==> src/hdl/madpcm_pkg.sv <==
// ----------------------------------------------------------------------------
// madpcm_pkg
// shared types, constants and tables of the multichannel adpcm nibble decoder
// ----------------------------------------------------------------------------
`default_nettype none

package madpcm_pkg;

    localparam int NUM_CHANNELS_DEF = 32;

    localparam int SIG_W  = 12;
    localparam int IDX_W  = 6;
    localparam int STEP_W = 11;
    localparam int CH_W   = 5;
    localparam int NIB_W  = 4;
    localparam int MOVE_W = 5;

    localparam int STEP_MAX = 48;
    localparam int SIG_MAX  = 2047;
    localparam int SIG_MIN  = -2048;

    localparam logic signed [SIG_W-1:0] RESET_SIGNAL = -12'sd2;

    localparam logic MODE_DECODE = 1'b0;
    localparam logic MODE_RESET  = 1'b1;

    typedef struct packed {
        logic             mode;
        logic [CH_W-1:0]  channel;
        logic [NIB_W-1:0] nibble;
    } madpcm_in_t;

    typedef struct packed {
        logic [CH_W-1:0]         channel_out;
        logic signed [SIG_W-1:0] sample;
    } madpcm_out_t;

    // one channel's decoder state as kept in the state memory
    typedef struct packed {
        logic signed [SIG_W-1:0] sig;
        logic [IDX_W-1:0]        idx;
    } madpcm_entry_t;

    // floor(16 * 1.1^i); indexes past the top read the last entry
    function automatic logic [STEP_W-1:0] step_size(input logic [IDX_W-1:0] idx);
        logic [STEP_W-1:0] s;
        case (idx)
            6'd0:  s = 11'd16;
            6'd1:  s = 11'd17;
            6'd2:  s = 11'd19;
            6'd3:  s = 11'd21;
            6'd4:  s = 11'd23;
            6'd5:  s = 11'd25;
            6'd6:  s = 11'd28;
            6'd7:  s = 11'd31;
            6'd8:  s = 11'd34;
            6'd9:  s = 11'd37;
            6'd10: s = 11'd41;
            6'd11: s = 11'd45;
            6'd12: s = 11'd50;
            6'd13: s = 11'd55;
            6'd14: s = 11'd60;
            6'd15: s = 11'd66;
            6'd16: s = 11'd73;
            6'd17: s = 11'd80;
            6'd18: s = 11'd88;
            6'd19: s = 11'd97;
            6'd20: s = 11'd107;
            6'd21: s = 11'd118;
            6'd22: s = 11'd130;
            6'd23: s = 11'd143;
            6'd24: s = 11'd157;
            6'd25: s = 11'd173;
            6'd26: s = 11'd190;
            6'd27: s = 11'd209;
            6'd28: s = 11'd230;
            6'd29: s = 11'd253;
            6'd30: s = 11'd279;
            6'd31: s = 11'd307;
            6'd32: s = 11'd337;
            6'd33: s = 11'd371;
            6'd34: s = 11'd408;
            6'd35: s = 11'd449;
            6'd36: s = 11'd494;
            6'd37: s = 11'd544;
            6'd38: s = 11'd598;
            6'd39: s = 11'd658;
            6'd40: s = 11'd724;
            6'd41: s = 11'd796;
            6'd42: s = 11'd876;
            6'd43: s = 11'd963;
            6'd44: s = 11'd1060;
            6'd45: s = 11'd1166;
            6'd46: s = 11'd1282;
            6'd47: s = 11'd1411;
            default: s = 11'd1552;
        endcase
        return s;
    endfunction

    // step index shift by code magnitude
    function automatic logic signed [MOVE_W-1:0] index_move(input logic [2:0] mag);
        logic signed [MOVE_W-1:0] m;
        case (mag)
            3'd4:    m = 5'sd2;
            3'd5:    m = 5'sd4;
            3'd6:    m = 5'sd6;
            3'd7:    m = 5'sd8;
            default: m = -5'sd1;
        endcase
        return m;
    endfunction

endpackage

`default_nettype wire

==> src/hdl/multichannel_adpcm_nibble_decoder.sv <==
// ----------------------------------------------------------------------------
// multichannel_adpcm_nibble_decoder
// 4-bit oki-style adpcm to 12-bit signed samples, one decoder state per voice
// ----------------------------------------------------------------------------
// Takes one beat per clock while the output side is not stalling: a decode
// beat turns one nibble of one voice into a saturated 12-bit sample, a reset
// beat sets that voice to signal -2 and step index 0 and returns nothing.
// Beats for voices at or above NUM_CHANNELS are dropped silently. A decode
// beat passes through the update stage, where the state is read, updated and
// written back, and then the output register before it shows on m_; a full
// output register with m_ready low holds decode beats in the update stage.
// The update stage is a single read-modify-write pass through the per-voice
// state memory (registered read, write back as the beat leaves the stage,
// with a bypass for back-to-back beats on the same voice). After reset every
// voice reads as signal 0 and step index 0 through per-entry valid flags, so
// no clearing pass is needed and beats are taken from the first cycle.
`default_nettype none

module multichannel_adpcm_nibble_decoder
    import madpcm_pkg::*;
#(
    parameter int NUM_CHANNELS = NUM_CHANNELS_DEF
) (
    input  wire         aclk,
    input  wire         aresetn,

    input  wire         s_valid,
    output logic        s_ready,
    input  madpcm_in_t  s_item,

    output logic        m_valid,
    input  wire         m_ready,
    output madpcm_out_t m_item
);

    localparam int AW = (NUM_CHANNELS > 1) ? $clog2(NUM_CHANNELS) : 1;
    localparam logic [8:0] CH_LIMIT = 9'(NUM_CHANNELS);
    localparam int SUM_W = SIG_W + 2;
    localparam logic signed [SUM_W-1:0] SUM_MAX = SUM_W'(SIG_MAX);
    localparam logic signed [SUM_W-1:0] SUM_MIN = SUM_W'(SIG_MIN);
    localparam logic signed [IDX_W:0]   IDX_TOP = (IDX_W+1)'(STEP_MAX);

    // per-voice state memory and its valid flags
    madpcm_entry_t           mem [NUM_CHANNELS];
    madpcm_entry_t           rdata_reg;
    logic [NUM_CHANNELS-1:0] vld_reg;

    // input side
    logic                s_accept;
    logic                ch_ok;
    logic [AW+CH_W-1:0]  ch_wide;
    logic [AW-1:0]       rd_addr;

    // update stage, one beat in flight
    logic                s1_valid_reg;
    logic                s1_mode_reg;
    logic                s1_ok_reg;
    logic [AW-1:0]       s1_addr_reg;
    logic [CH_W-1:0]     s1_chan_reg;
    logic [NIB_W-1:0]    s1_nibble_reg;
    logic                s1_hit_reg;
    logic                s1_fwd_reg;
    madpcm_entry_t       s1_fwd_data_reg;
    logic                s1_needs_out;
    logic                s1_go;

    // write back
    logic                wr_en;
    madpcm_entry_t       wr_data;

    // datapath
    madpcm_entry_t            cur;
    logic signed [SIG_W-1:0]  cur_sig;
    logic [STEP_W-1:0]        step;
    logic [SIG_W-1:0]         delta;
    logic signed [SUM_W-1:0]  delta_s;
    logic signed [SUM_W-1:0]  sum;
    logic signed [SIG_W-1:0]  new_sig;
    logic signed [IDX_W:0]    idx_sum;
    logic [IDX_W-1:0]         new_idx;

    // output register
    logic                m_valid_reg;
    madpcm_out_t         m_item_reg;

    assign s_accept = s_valid && s_ready;
    assign ch_ok    = {4'd0, s_item.channel} < CH_LIMIT;
    assign ch_wide  = {AW'(0), s_item.channel};
    assign rd_addr  = ch_wide[AW-1:0];

    // decode beats on a real voice need the output register, others never stall
    assign s1_needs_out = (s1_mode_reg == MODE_DECODE) && s1_ok_reg;
    assign s1_go        = s1_valid_reg && (!s1_needs_out || !m_valid_reg || m_ready);
    assign s_ready      = !s1_valid_reg || s1_go;

    assign wr_en = s1_go && s1_ok_reg;

    always_ff @(posedge aclk) begin
        if (!aresetn) begin
            s1_valid_reg <= 1'b0;
        end else if (s_accept) begin
            s1_valid_reg <= 1'b1;
        end else if (s1_go) begin
            s1_valid_reg <= 1'b0;
        end
    end

    always_ff @(posedge aclk) begin
        if (s_accept) begin
            s1_mode_reg     <= s_item.mode;
            s1_ok_reg       <= ch_ok;
            s1_addr_reg     <= rd_addr;
            s1_chan_reg     <= s_item.channel;
            s1_nibble_reg   <= s_item.nibble;
            s1_hit_reg      <= ch_ok && vld_reg[rd_addr];
            // write back to the same voice at this edge: the read sees stale data
            s1_fwd_reg      <= wr_en && (s1_addr_reg == rd_addr);
            s1_fwd_data_reg <= wr_data;
        end
    end

    // memory: one write port, one registered read port
    always_ff @(posedge aclk) begin
        if (wr_en) begin
            mem[s1_addr_reg] <= wr_data;
        end
        if (s_accept && ch_ok) begin
            rdata_reg <= mem[rd_addr];
        end
    end

    always_ff @(posedge aclk) begin
        if (!aresetn) begin
            vld_reg <= '0;
        end else if (wr_en) begin
            vld_reg[s1_addr_reg] <= 1'b1;
        end
    end

    // current state: bypass, then memory, unwritten entries read as zero
    always_comb begin
        if (s1_fwd_reg) begin
            cur = s1_fwd_data_reg;
        end else if (s1_hit_reg) begin
            cur = rdata_reg;
        end else begin
            cur = '0;
        end
    end

    // step/8 always, plus step, step/2, step/4 by magnitude bits
    always_comb begin
        cur_sig = cur.sig;
        step    = step_size(cur.idx);
        delta   = SIG_W'(step >> 3)
                + (s1_nibble_reg[2] ? SIG_W'(step) : '0)
                + (s1_nibble_reg[1] ? SIG_W'(step >> 1) : '0)
                + (s1_nibble_reg[0] ? SIG_W'(step >> 2) : '0);
        delta_s = $signed({2'b00, delta});
        sum     = {{2{cur_sig[SIG_W-1]}}, cur_sig}
                + (s1_nibble_reg[3] ? -delta_s : delta_s);
        if (sum > SUM_MAX) begin
            new_sig = SIG_W'(SUM_MAX);
        end else if (sum < SUM_MIN) begin
            new_sig = SIG_W'(SUM_MIN);
        end else begin
            new_sig = sum[SIG_W-1:0];
        end
    end

    // step index move and clamp to 0..48
    always_comb begin
        idx_sum = $signed({1'b0, cur.idx}) + (IDX_W+1)'(index_move(s1_nibble_reg[2:0]));
        if (idx_sum < 0) begin
            new_idx = '0;
        end else if (idx_sum > IDX_TOP) begin
            new_idx = IDX_TOP[IDX_W-1:0];
        end else begin
            new_idx = idx_sum[IDX_W-1:0];
        end
    end

    always_comb begin
        if (s1_mode_reg == MODE_RESET) begin
            wr_data.sig = RESET_SIGNAL;
            wr_data.idx = '0;
        end else begin
            wr_data.sig = new_sig;
            wr_data.idx = new_idx;
        end
    end

    // output register parts the result side from the update stage
    always_ff @(posedge aclk) begin
        if (!aresetn) begin
            m_valid_reg <= 1'b0;
        end else if (s1_go && s1_needs_out) begin
            m_valid_reg <= 1'b1;
        end else if (m_ready) begin
            m_valid_reg <= 1'b0;
        end
    end

    always_ff @(posedge aclk) begin
        if (s1_go && s1_needs_out) begin
            m_item_reg.channel_out <= s1_chan_reg;
            m_item_reg.sample      <= new_sig;
        end
    end

    assign m_valid = m_valid_reg;
    assign m_item  = m_item_reg;

endmodule

`default_nettype wire
==> config.mk <==
export PLATFORM = sky130hd
export DESIGN_NAME = multichannel_adpcm_nibble_decoder
export DESIGN_NICKNAME = d
export VERILOG_FILES = /design/src/hdl/madpcm_pkg.sv /design/src/hdl/multichannel_adpcm_nibble_decoder.sv
export SDC_FILE = /design/constraint.sdc
export NUM_CORES = 1
export LEC_CHECK = 0
export BUFFER_PORTS_ARGS = -buffer_cell sky130_fd_sc_hd__buf_2
export CAP_MARGIN = 20
export CORE_MARGIN = 4
export CORE_UTILIZATION = 40
export CTS_BUF_LIST = sky130_fd_sc_hd__clkbuf_16
export DETAILED_ROUTE_END_ITERATION = 10
export SLEW_MARGIN = 15
export SYNTH_ARGS = -nofsm -noshare
export SYNTH_HDL_FRONTEND = slang
export SYNTH_SLANG_ARGS = --single-unit
export TNS_END_PERCENT = 50
==> constraint.sdc <==
create_clock -name aclk -period 19.8 [get_ports aclk]
set_clock_uncertainty 0.2 [all_clocks]
set_input_delay 0 -clock aclk [delete_from_list [all_inputs] [get_ports aclk]]
set_output_delay 0 -clock aclk [all_outputs]
set_load 0.02 [all_outputs]
==> results.toml, run 1 <==
[status]
status = "finished clean"

[placed_design]
place_hpwl_um = 40700
io_buffers = 32
gp_congestion = 0.805

[clock_network]
cts_tree = "yes"
root_buffer = "clkbuf_16"
cts.repair.resized = 0
cts-buffers-inserted = 70
clk_latency_ps = 610
cts_buffer_depth = 3
cts.sinks = 675
htree_levels = 3
clk_pin_slew_ps = 60

[logic_synthesis]
synth_largest_area_cell = "edfxtp_1"
synth_mux_area_frac = 0.157
netlist_area_um2 = 28700
seq_area_frac_synth = 0.695
yosysUniqueCellTypes = 61
postSynthCellCount = 1531
synth-main-ff-cell = "edfxtp_1"
yosysWarningCount = 0
synthTopCellsByArea = "edfxtp_1, mux4_2, dfxtp_1"
synth-compound-area-share = 0.0503
synth_edf_count = 641
synthAdderAreaFrac = 0.0320
synth_xor_area_frac = 0.0110
yosys.area_share.simple = 0.0397
synth-seq-cells = 675
synth_top_family_by_area = "multiplexers"
async_reset_ff_frac = 0
syn_nets = 1607
synth_top_area_frac = 0.672
syn_avg_cell_area_um2 = 18.7

[min_path]
whs_endpoint = "vld_reg[18]"
hp-class = "flip-flop to flip-flop"
hold_depth = 1
min_from = "vld_reg[18]"

[grt]
overflow = 0
track_usage = 0.194
grt_max_degree = 62
antenna_found_initial = 2
grt_pass1_vias = 15199
grt_pass1_wl_um = 105000

[pwr]
intPower_w = 0.00274
p_clk_frac = 0.342
ir_worst_vdd_uv = 76.1
p_comb_frac = 0.192
power_density_nw_per_um2 = 116
p_sw_w = 0.00105
sequentialPowerShare = 0.466
power.leakage_nw = 10.7
switching_share = 0.278

[floorplan]
rows = 97
start_util = 0.406
dieArea_um2 = 76000
die_w_um = 276
core-area_um2 = 70500
ioPinCount = 33
dieHeight_um = 276

[final_layout]
largest_register_ffs = 576
drive_above_1_share = 0.266
layout_commonest_cell = "edfxtp_1"
syn2layout_area_growth_pct = 14.5
fin_nets = 1700
layout_common_cells = "edfxtp_1, mux4_2, clkbuf_16, nand2_1, inv_1"
fin_util = 0.465

[setup_path]
crit_type = "flip-flop to flip-flop"
worst_ep_required_time_ps = 20040
crit_slowest_cell = "edfxtp_1"
timing.rr.end = "mem[20][6]"
cp.arrival_ps = 10430
r2r_start = "s1_fwd_reg"
worstSetupStartpointType = "flip-flop"
reg2reg_slack_ps = 9610
cpMostUsedCell = "fa_1"
end_kind = "flip-flop"
cp_max_fo = 26
rr_worst_depth = 35
cpPeakStageDelay_ps = 780

[timing]
final.setup.tns_ps = 0
setup_violations = 0
worst_pin_slew_ps = 1100
final-hold-violation-count = 0
period_needed_ps = 10190
fmax_ghz = 0.0982
slew_headroom = 0.268
timing.final.crit_share = 0.515
rsz0062_at_grt = "no"
finalMaxSlewViolations = 0

[routing]
firstDrtPassIters = 5
route.detailed.drc = 0
viasPerCell = 5.78
routedWlPerCell_um = 27.7
totalWireLength_um = 72500
ant_nets = 0
drt_iter0_markers = 1660
vias = 15156

[run]
maxCapViolations = 0
timing repair:
item / 4_1_cts / 5_1_grt
buffers inserted: 0 / 0
hold endpoints to repair: 43 / 0
hold buffers: 20 / 0
cells by family after synthesis:
logic type / Yosys count
flops: 675
simple gates: 228
compound gates: 213
mux: 210
buf+inv: 108
fa+ha+maj: 62
xor+xnor: 35
synth_stat cells (all sizes together) (19+ instances only):
library cell,n
fa,19
mux2,20
buf,20
nor2,59
clkbuf,48
ha,43
o21a,39
xnor2,23
a21oi,47
mux4,190
edfxtp,641
dfxtp,34
and2,26
o21ai,39
inv,36
nand2,57
final cells by class:
class,instances,area [µm²]
Clock buffer,74,1850
Tap cell,940,1180
Clock inverter,53,443
Fill cell,5898,37700
Sequential cell,675,19900
Antenna cell,1,2.50
Inverter,40,150
Timing Repair Buffer,89,679
Multi-Input combinational cell,748,8590
metal layers:
layer / vias up / part of all wire / GRT usage
li1: 6421 / - / -
met4: 0 / 0.020 / 0.0466
met3: 89 / 0.086 / 0.0494
met2: 632 / 0.46 / 0.295
met1: 8014 / 0.43 / 0.282
met5: - / 0 / 0
power by group through the flow:
stage	Clock (W)	Sequential (W)	Combinational, W
2_1_floorplan	0	0.00180	0.000455
6_report	0.00130	0.00177	0.000727
5_1_grt	0.00139	0.00177	0.000791
4_1_cts	0.00132	0.00177	0.000694
3_5_place_dp	0	0.00180	0.000688
3_3_place_gp	0	0.00180	0.000666
worst max-delay path: cells and delay by family (launching register included):
kind / cells / cell delay, ps
buf+inv: 7 / 1630
flops: 1 / 780
xor+xnor: 3 / 560
simple gates: 8 / 1980
compound gates: 12 / 2850
fa+ha+maj: 5 / 2020
through the flow:
step | setup slack [ps] | hold WS, ps | total power (W) | area, µm² | cells
after floorplan | 10220 | -101 | 0.00226 | 28700 | 1531
after global placement | 9600 | -18.6 | 0.00247 | 30200 | 2467
after detailed placement | 9370 | -20.8 | 0.00249 | 30200 | 2468
after CTS | 9340 | 244 | 0.00379 | 32700 | 2615
after global routing | 9020 | 270 | 0.00395 | 32800 | 2619
final | 9610 | 260 | 0.00379 | 32800 | 2620
how the worst max path moves through the flow:
stage / startpoint / depth (start not counted) / to
after floorplan: s1_fwd_reg / 35 / mem[0][6]
final: s1_fwd_reg / 35 / mem[20][6]
after CTS: s1_fwd_reg / 34 / mem[16][15]
after global routing: s1_fwd_reg / 35 / mem[20][6]
after global placement: s1_fwd_reg / 34 / mem[10][6]
after detailed placement: s1_fwd_reg / 34 / mem[12][9]
No activity file was read; power rests on OpenSTA's default activity.
==> run 2, diff against run 1 <==
--- a/config.mk
+++ b/config.mk
@@ -5,6 +5,7 @@
 export SDC_FILE = /design/constraint.sdc
 export NUM_CORES = 1
 export LEC_CHECK = 0
+export ABC_AREA = 1
 export BUFFER_PORTS_ARGS = -buffer_cell sky130_fd_sc_hd__buf_2
 export CAP_MARGIN = 20
 export CORE_MARGIN = 4
==> constraint.sdc (replaced) <==
create_clock -name aclk -period 10.25 [get_ports aclk]
set_clock_uncertainty 0.2 [all_clocks]
set_input_delay 0 -clock aclk [delete_from_list [all_inputs] [get_ports aclk]]
set_output_delay 0 -clock aclk [all_outputs]
set_load 0.02 [all_outputs]
==> run 2 against run 1 <==
Combinational power rose to 2.7 times the previous value. Sequential power rose by 100%. Highest routed layer unchanged. Die area increased by 2.1%. Critical path type unchanged. Core utilization down 0.46 points. Largest cell class unchanged. Design area up 1.1%.
==> results.toml, run 2 <==
[clock_network]
root_buffer = "clkbuf_16"
clk_pin_slew_ps = 60
cts-buffers-inserted = 73
post_cts_buffers = 0
cts_tree = "yes"
htree_levels = 3
cts.repair.resized = 0
cts_buffer_depth = 3
clk_latency_ps = 620
postCtsHoldBufs = 21
cts.sinks = 675

[grt]
overflow = 0
met3_usage = 0.0377
antenna_found_initial = 2
top_usage_layer = "met2"
use_met1 = 0.300
grt_pass1_vias = 19238
grt.met2_usage = 0.345
track_usage = 0.215
grt_pass1_wl_um = 126000
grt_max_degree = 157

[final_layout]
antenna_cells = 0
drive_above_1_share = 0.108
syn2layout_area_growth_pct = 13.3
fin_cells = 3441
layout_commonest_cell = "edfxtp_1"
final_area_um2 = 33200
fin_nets = 2509
layout_common_cells = "edfxtp_1, nor2_1, o21ai_0, nand2_1, o221ai_1"
largest_register_ffs = 576

[logic_synthesis]
yosysMostFrequentCell = "edfxtp_1"
postSynthCellCount = 2427
async_reset_ff_frac = 0
syn_nets = 2503
synth-main-ff-cell = "edfxtp_1"
netlist_area_um2 = 29300
seq_area_frac_synth = 0.681
syn_avg_cell_area_um2 = 12.1
yosys-top-cells-count = "edfxtp_1, nor2_1, o21ai_0, nand2_1"
synth_largest_area_cell = "edfxtp_1"
synth_edf_count = 641
synthTopCellsByArea = "edfxtp_1, nor2_1, o21ai_0"
synth_top_area_frac = 0.658
yosysWarningCount = 0
yosysUniqueCellTypes = 53
synth-seq-cells = 675

[timing]
fmax_ghz = 0.106
rsz0062_at_grt = "no"
finalMaxSlewViolations = 0
slew_headroom = 0.216
setup_violations = 0
worst_pin_slew_ps = 1170
setup_slack_ps = 785
period_needed_ps = 9460
final-hold-violation-count = 0
timing.final.crit_share = 0.923
final.setup.tns_ps = 0

[pwr]
sequentialPowerShare = 0.439
switching_share = 0.314
power.leakage_nw = 11.3
ir_worst_vdd_uv = 140
p_sw_w = 0.00257
p_clk_frac = 0.320
p_comb_frac = 0.240
power_density_nw_per_um2 = 246
intPower_w = 0.00561

[setup_path]
crit_type = "flip-flop to flip-flop"
worstSetupStartpointType = "flip-flop"
end_kind = "flip-flop"
crit_slowest_cell = "edfxtp_1"
cp.arrival_ps = 9400
r2r_start = "s1_fwd_reg"
timing.rr.end = "mem[2][11]"
crit_start = "s1_fwd_reg"
cpMostUsedCell = "inv_1"
worst_ep_required_time_ps = 10180
reg2reg_slack_ps = 790
cpPeakStageDelay_ps = 910
cp_max_fo = 33
rr_worst_depth = 41

[floorplan]
rows = 98
die_w_um = 279
dieArea_um2 = 77600
dieHeight_um = 279
start_util = 0.407
core-area_um2 = 72000
ioPinCount = 33

[min_path]
whs_endpoint = "s1_nibble_reg[2]"
hp-class = "input port to flip-flop"
hold_depth = 4
min_from = "s_valid"

[placed_design]
place_ws_ps = 959
place_inst = 3286
io_buffers = 32
gp_congestion = 0.869
place_hpwl_um = 46800
dpl_cell_area_um2 = 30500

[run]
maxCapViolations = 0

[routing]
route.detailed.drc = 0
firstDrtPassIters = 5
drt_iter0_markers = 2135
totalWireLength_um = 85600
routedWlPerCell_um = 24.9
ant_nets = 0
viasPerCell = 5.85
vias = 20128

[status]
status = "finished clean"
## run 2: cell count changes after synthesis, sizes merged, moves of 26 or more
cell and change:
nor2 +447, o22ai +34, inv +79, o221ai +113, nand2 +91, nand3 +80
o21a -37, o21ai +317, clkbuf +65, mux4 -190, and2 -26
## run 2: worst max-delay path by stage
stage	slack, ps	end	cells after the start
2_1_floorplan	2280	mem[0][6]	43
3_3_place_gp	1180	mem[20][11]	41
3_5_place_dp	960	mem[20][11]	41
4_1_cts	910	mem[13][13]	41
5_1_grt	10	mem[28][12]	41
6_report	790	mem[2][11]	41
## run 2: cell type report
| cell class | count | area [µm²] |
|---|---|---|
| inverter | 120 | 463 |
| tap | 950 | 1190 |
| clock buffer | 76 | 1900 |
| clock inverter | 57 | 507 |
| timing repair buffer | 78 | 604 |
| sequential | 675 | 19900 |
| fill | 6372 | 38800 |
| multi-input combinational | 1485 | 8570 |
## run 2: worst max-delay path, delay by kind of cell, from the launching register on
family / cells / cell delay, ps
fa+ha+maj: 6 / 2500
simple gates: 20 / 2660
flops: 1 / 910
buf+inv: 7 / 960
xor+xnor: 1 / 160
compound gates: 7 / 1570
## run 2: metrics by stage
step	hold WS (ps)	power, W	utilization
2_1_floorplan	-102	0.00501	-
3_3_place_gp	-18.1	0.00555	0.424
3_5_place_dp	-12.6	0.00559	0.424
4_1_cts	184	0.00820	0.460
5_1_grt	227	0.00852	0.461
6_report	230	0.00818	0.461
## run 2: cell families (layout without fill, tap and decap cells)
kind of cell | Yosys count | in the layout | share of synthesized area
compound gates | 616 | 616 | 0.128
flops | 675 | 675 | 0.681
fa+ha+maj | 62 | 62 | 0.0314
xor+xnor | 32 | 32 | 0.00983
buf+inv | 267 | 331 | 0.0365
simple gates | 775 | 775 | 0.113
## run 2: routing by layer
layer  share of wire  vias up
li1                -     8914
met1            0.42    10146
met2            0.47      924
met3           0.086      144
met4           0.026        0
met5               0        -
## run 2: power groups by stage
stage / Sequential [W] / Combinational, W / Clock [W]
finish: 0.00359 / 0.00196 / 0.00262
CTS: 0.00359 / 0.00196 / 0.00265
detailed placement: 0.00365 / 0.00194 / 0
global placement: 0.00365 / 0.00191 / 0
global route: 0.00360 / 0.00216 / 0.00276
floorplan: 0.00364 / 0.00137 / 0
==> run 3, diff against run 2 <==
--- a/config.mk
+++ b/config.mk
@@ -6,12 +6,12 @@
 export NUM_CORES = 1
 export LEC_CHECK = 0
 export ABC_AREA = 1
-export BUFFER_PORTS_ARGS = -buffer_cell sky130_fd_sc_hd__buf_2
 export CAP_MARGIN = 20
 export CORE_MARGIN = 4
 export CORE_UTILIZATION = 40
 export CTS_BUF_LIST = sky130_fd_sc_hd__clkbuf_16
 export DETAILED_ROUTE_END_ITERATION = 10
+export DONT_BUFFER_PORTS = 1
 export SLEW_MARGIN = 15
 export SYNTH_ARGS = -nofsm -noshare
 export SYNTH_HDL_FRONTEND = slang
==> run 3 against run 2 <==
The run now ends with hold timing left. Critical path depth grew 1. Setup slack gained 360 ps. Critical endpoint is now mem[30][16]. Worst hold slack lost 280 ps. First-iteration DRC count grew 25%. Non-clock buffer count shrank 25. Via count grew 0.66%.
==> results.toml, run 3 (same netlist as run 2, synthesis figures left out) <==
[clock_network]
htree_levels = 3
root_buffer = "clkbuf_16"
cts.sinks = 675
cts_buffer_depth = 3
cts-buffers-inserted = 72
cts_tree = "yes"
clk_pin_slew_ps = 60
clk_latency_ps = 610
cts.repair.resized = 0

[final_layout]
drive_above_1_share = 0.0895
syn2layout_area_growth_pct = 12.5
final_area_um2 = 32900
largest_register_ffs = 576
layout_common_cells = "edfxtp_1, nor2_1, o21ai_0, nand2_1, inv_1"
fin_nets = 2483
fill_cells = 6302
layout_commonest_cell = "edfxtp_1"

[status]
violations = "hold timing"
status = "complete, but fails checks"

[timing]
fmax_ghz = 0.110
final-hold-violation-count = 1
period_needed_ps = 9100
rsz0062_at_grt = "no"
hold_slack_ps = -53.1
final.setup.tns_ps = 0
worst_pin_slew_ps = 1190
setup_slack_ps = 1150
slew_headroom = 0.207
setup_violations = 0
finalMaxSlewViolations = 0
timing.final.crit_share = 0.888

[routing]
drt_iter0_markers = 2679
vias = 20260
route.detailed.drc = 0
viasPerCell = 5.94
dr_wl_met3_um = 8020
firstDrtPassIters = 6
wl_met1_um = 35800
ant_nets = 0
routedWlPerCell_um = 25.8
totalWireLength_um = 88200
wl_met2_um = 41900
top_layer = "met5"

[floorplan]
dieArea_um2 = 77600
rows = 98
start_util = 0.407
dieHeight_um = 279
ioPinCount = 33
die_w_um = 279
core-area_um2 = 72000

[setup_path]
cpPeakStageDelay_ps = 560
cpMostUsedCell = "inv_1"
cp_max_fo = 33
crit_slowest_cell = "fa_1"
reg2reg_slack_ps = 1150
worst_ep_required_time_ps = 10180
end_kind = "flip-flop"
worstSetupStartpointType = "flip-flop"
cp.arrival_ps = 9030
crit_type = "flip-flop to flip-flop"

[placed_design]
gp_congestion = 0.862
place_ws_ps = 937
io_buffers = 0
dpl_cell_area_um2 = 30300
place_hpwl_um = 45600

[pwr]
switching_share = 0.311
p_comb_frac = 0.241
power_w = 0.00800
intPower_w = 0.00551
p_sw_w = 0.00249
power_density_nw_per_um2 = 243
sequentialPowerShare = 0.451
p_clk_frac = 0.308
power.leakage_nw = 11.2
ir_worst_vdd_uv = 145

[min_path]
hp-class = "input port to flip-flop"

[grt]
antenna_found_initial = 5
grt_max_degree = 205
overflow = 0
grt_pass1_wl_um = 129000
track_usage = 0.223
grt_pass1_vias = 19461

[run]
maxCapViolations = 0
[run 3: cell types whose count changed in the layout (fill, tap and decap cells not counted), moves of 3 or more]
cell / delta
buf_2: -29
clkinv_8: -3
clkinvlp_4: -6
dlygate4sd3_1: +3
inv_1: +12
inv_2: -3
[run 3: layout make-up]
type                    instances  area [µm²]  share of cell area
diodes                          2        5.00            0.000152
clock buffers                  75        1880              0.0570
clock inverters                51         345              0.0105
inverters                     120         464              0.0141
multi-input cells            1485        8560               0.260
flip-flops and latches        675       19900               0.605
well taps                     950        1190              0.0361
repair buffers                 53         556              0.0169
[run 3: power by group through the flow]
stage | Clock, W | Sequential (W) | Combinational, W
4_1_cts | 0.00249 | 0.00361 | 0.00193
2_1_floorplan | 0 | 0.00364 | 0.00137
6_report | 0.00246 | 0.00361 | 0.00193
5_1_grt | 0.00262 | 0.00361 | 0.00213
3_5_place_dp | 0 | 0.00367 | 0.00186
3_3_place_gp | 0 | 0.00367 | 0.00183
[run 3: repair_timing]
action / in CTS / in global routing
endpoints found under the setup margin: 0 / 330
hold buffers: 29 / 1
endpoints found under the hold margin: 112 / 1
buffers inserted: 0 / 4
[run 3: critical path: cells and delay by family, from the launching register on]
family	cells	cell delay [ps]
AOI/OAI and AO/OA	7	1550
xor gates and xnor gates	1	180
adders and majority gates	6	2510
buffers and inverters	9	1360
DFF	1	380
and+or+nand+nor	19	2390
[run 3: layer usage]
layer,vias up,GRT usage
met1,10223,0.307
met5,-,0
met3,150,0.0346
li1,8866,-
met2,1019,0.363
met4,2,0.0733
[run 3: final timing paths]
kind	end	cells after the start	startpoint
max	mem[30][16]	42	s1_fwd_reg
min	s1_chan_reg[0]	2	s_item[4]
max reg2reg	mem[30][16]	42	s1_fwd_reg
min reg2reg	vld_reg[2]	2	vld_reg[2]
[run 3: through the flow]
stage          hold slack, ps   util  std cells
6_report                -53.1  0.457       3411
5_1_grt                  20.0  0.457       3409
4_1_cts                  3.80  0.457       3404
3_5_place_dp             -101  0.421       3249
3_3_place_gp             -101  0.421       3249
2_1_floorplan            -102      -       2427
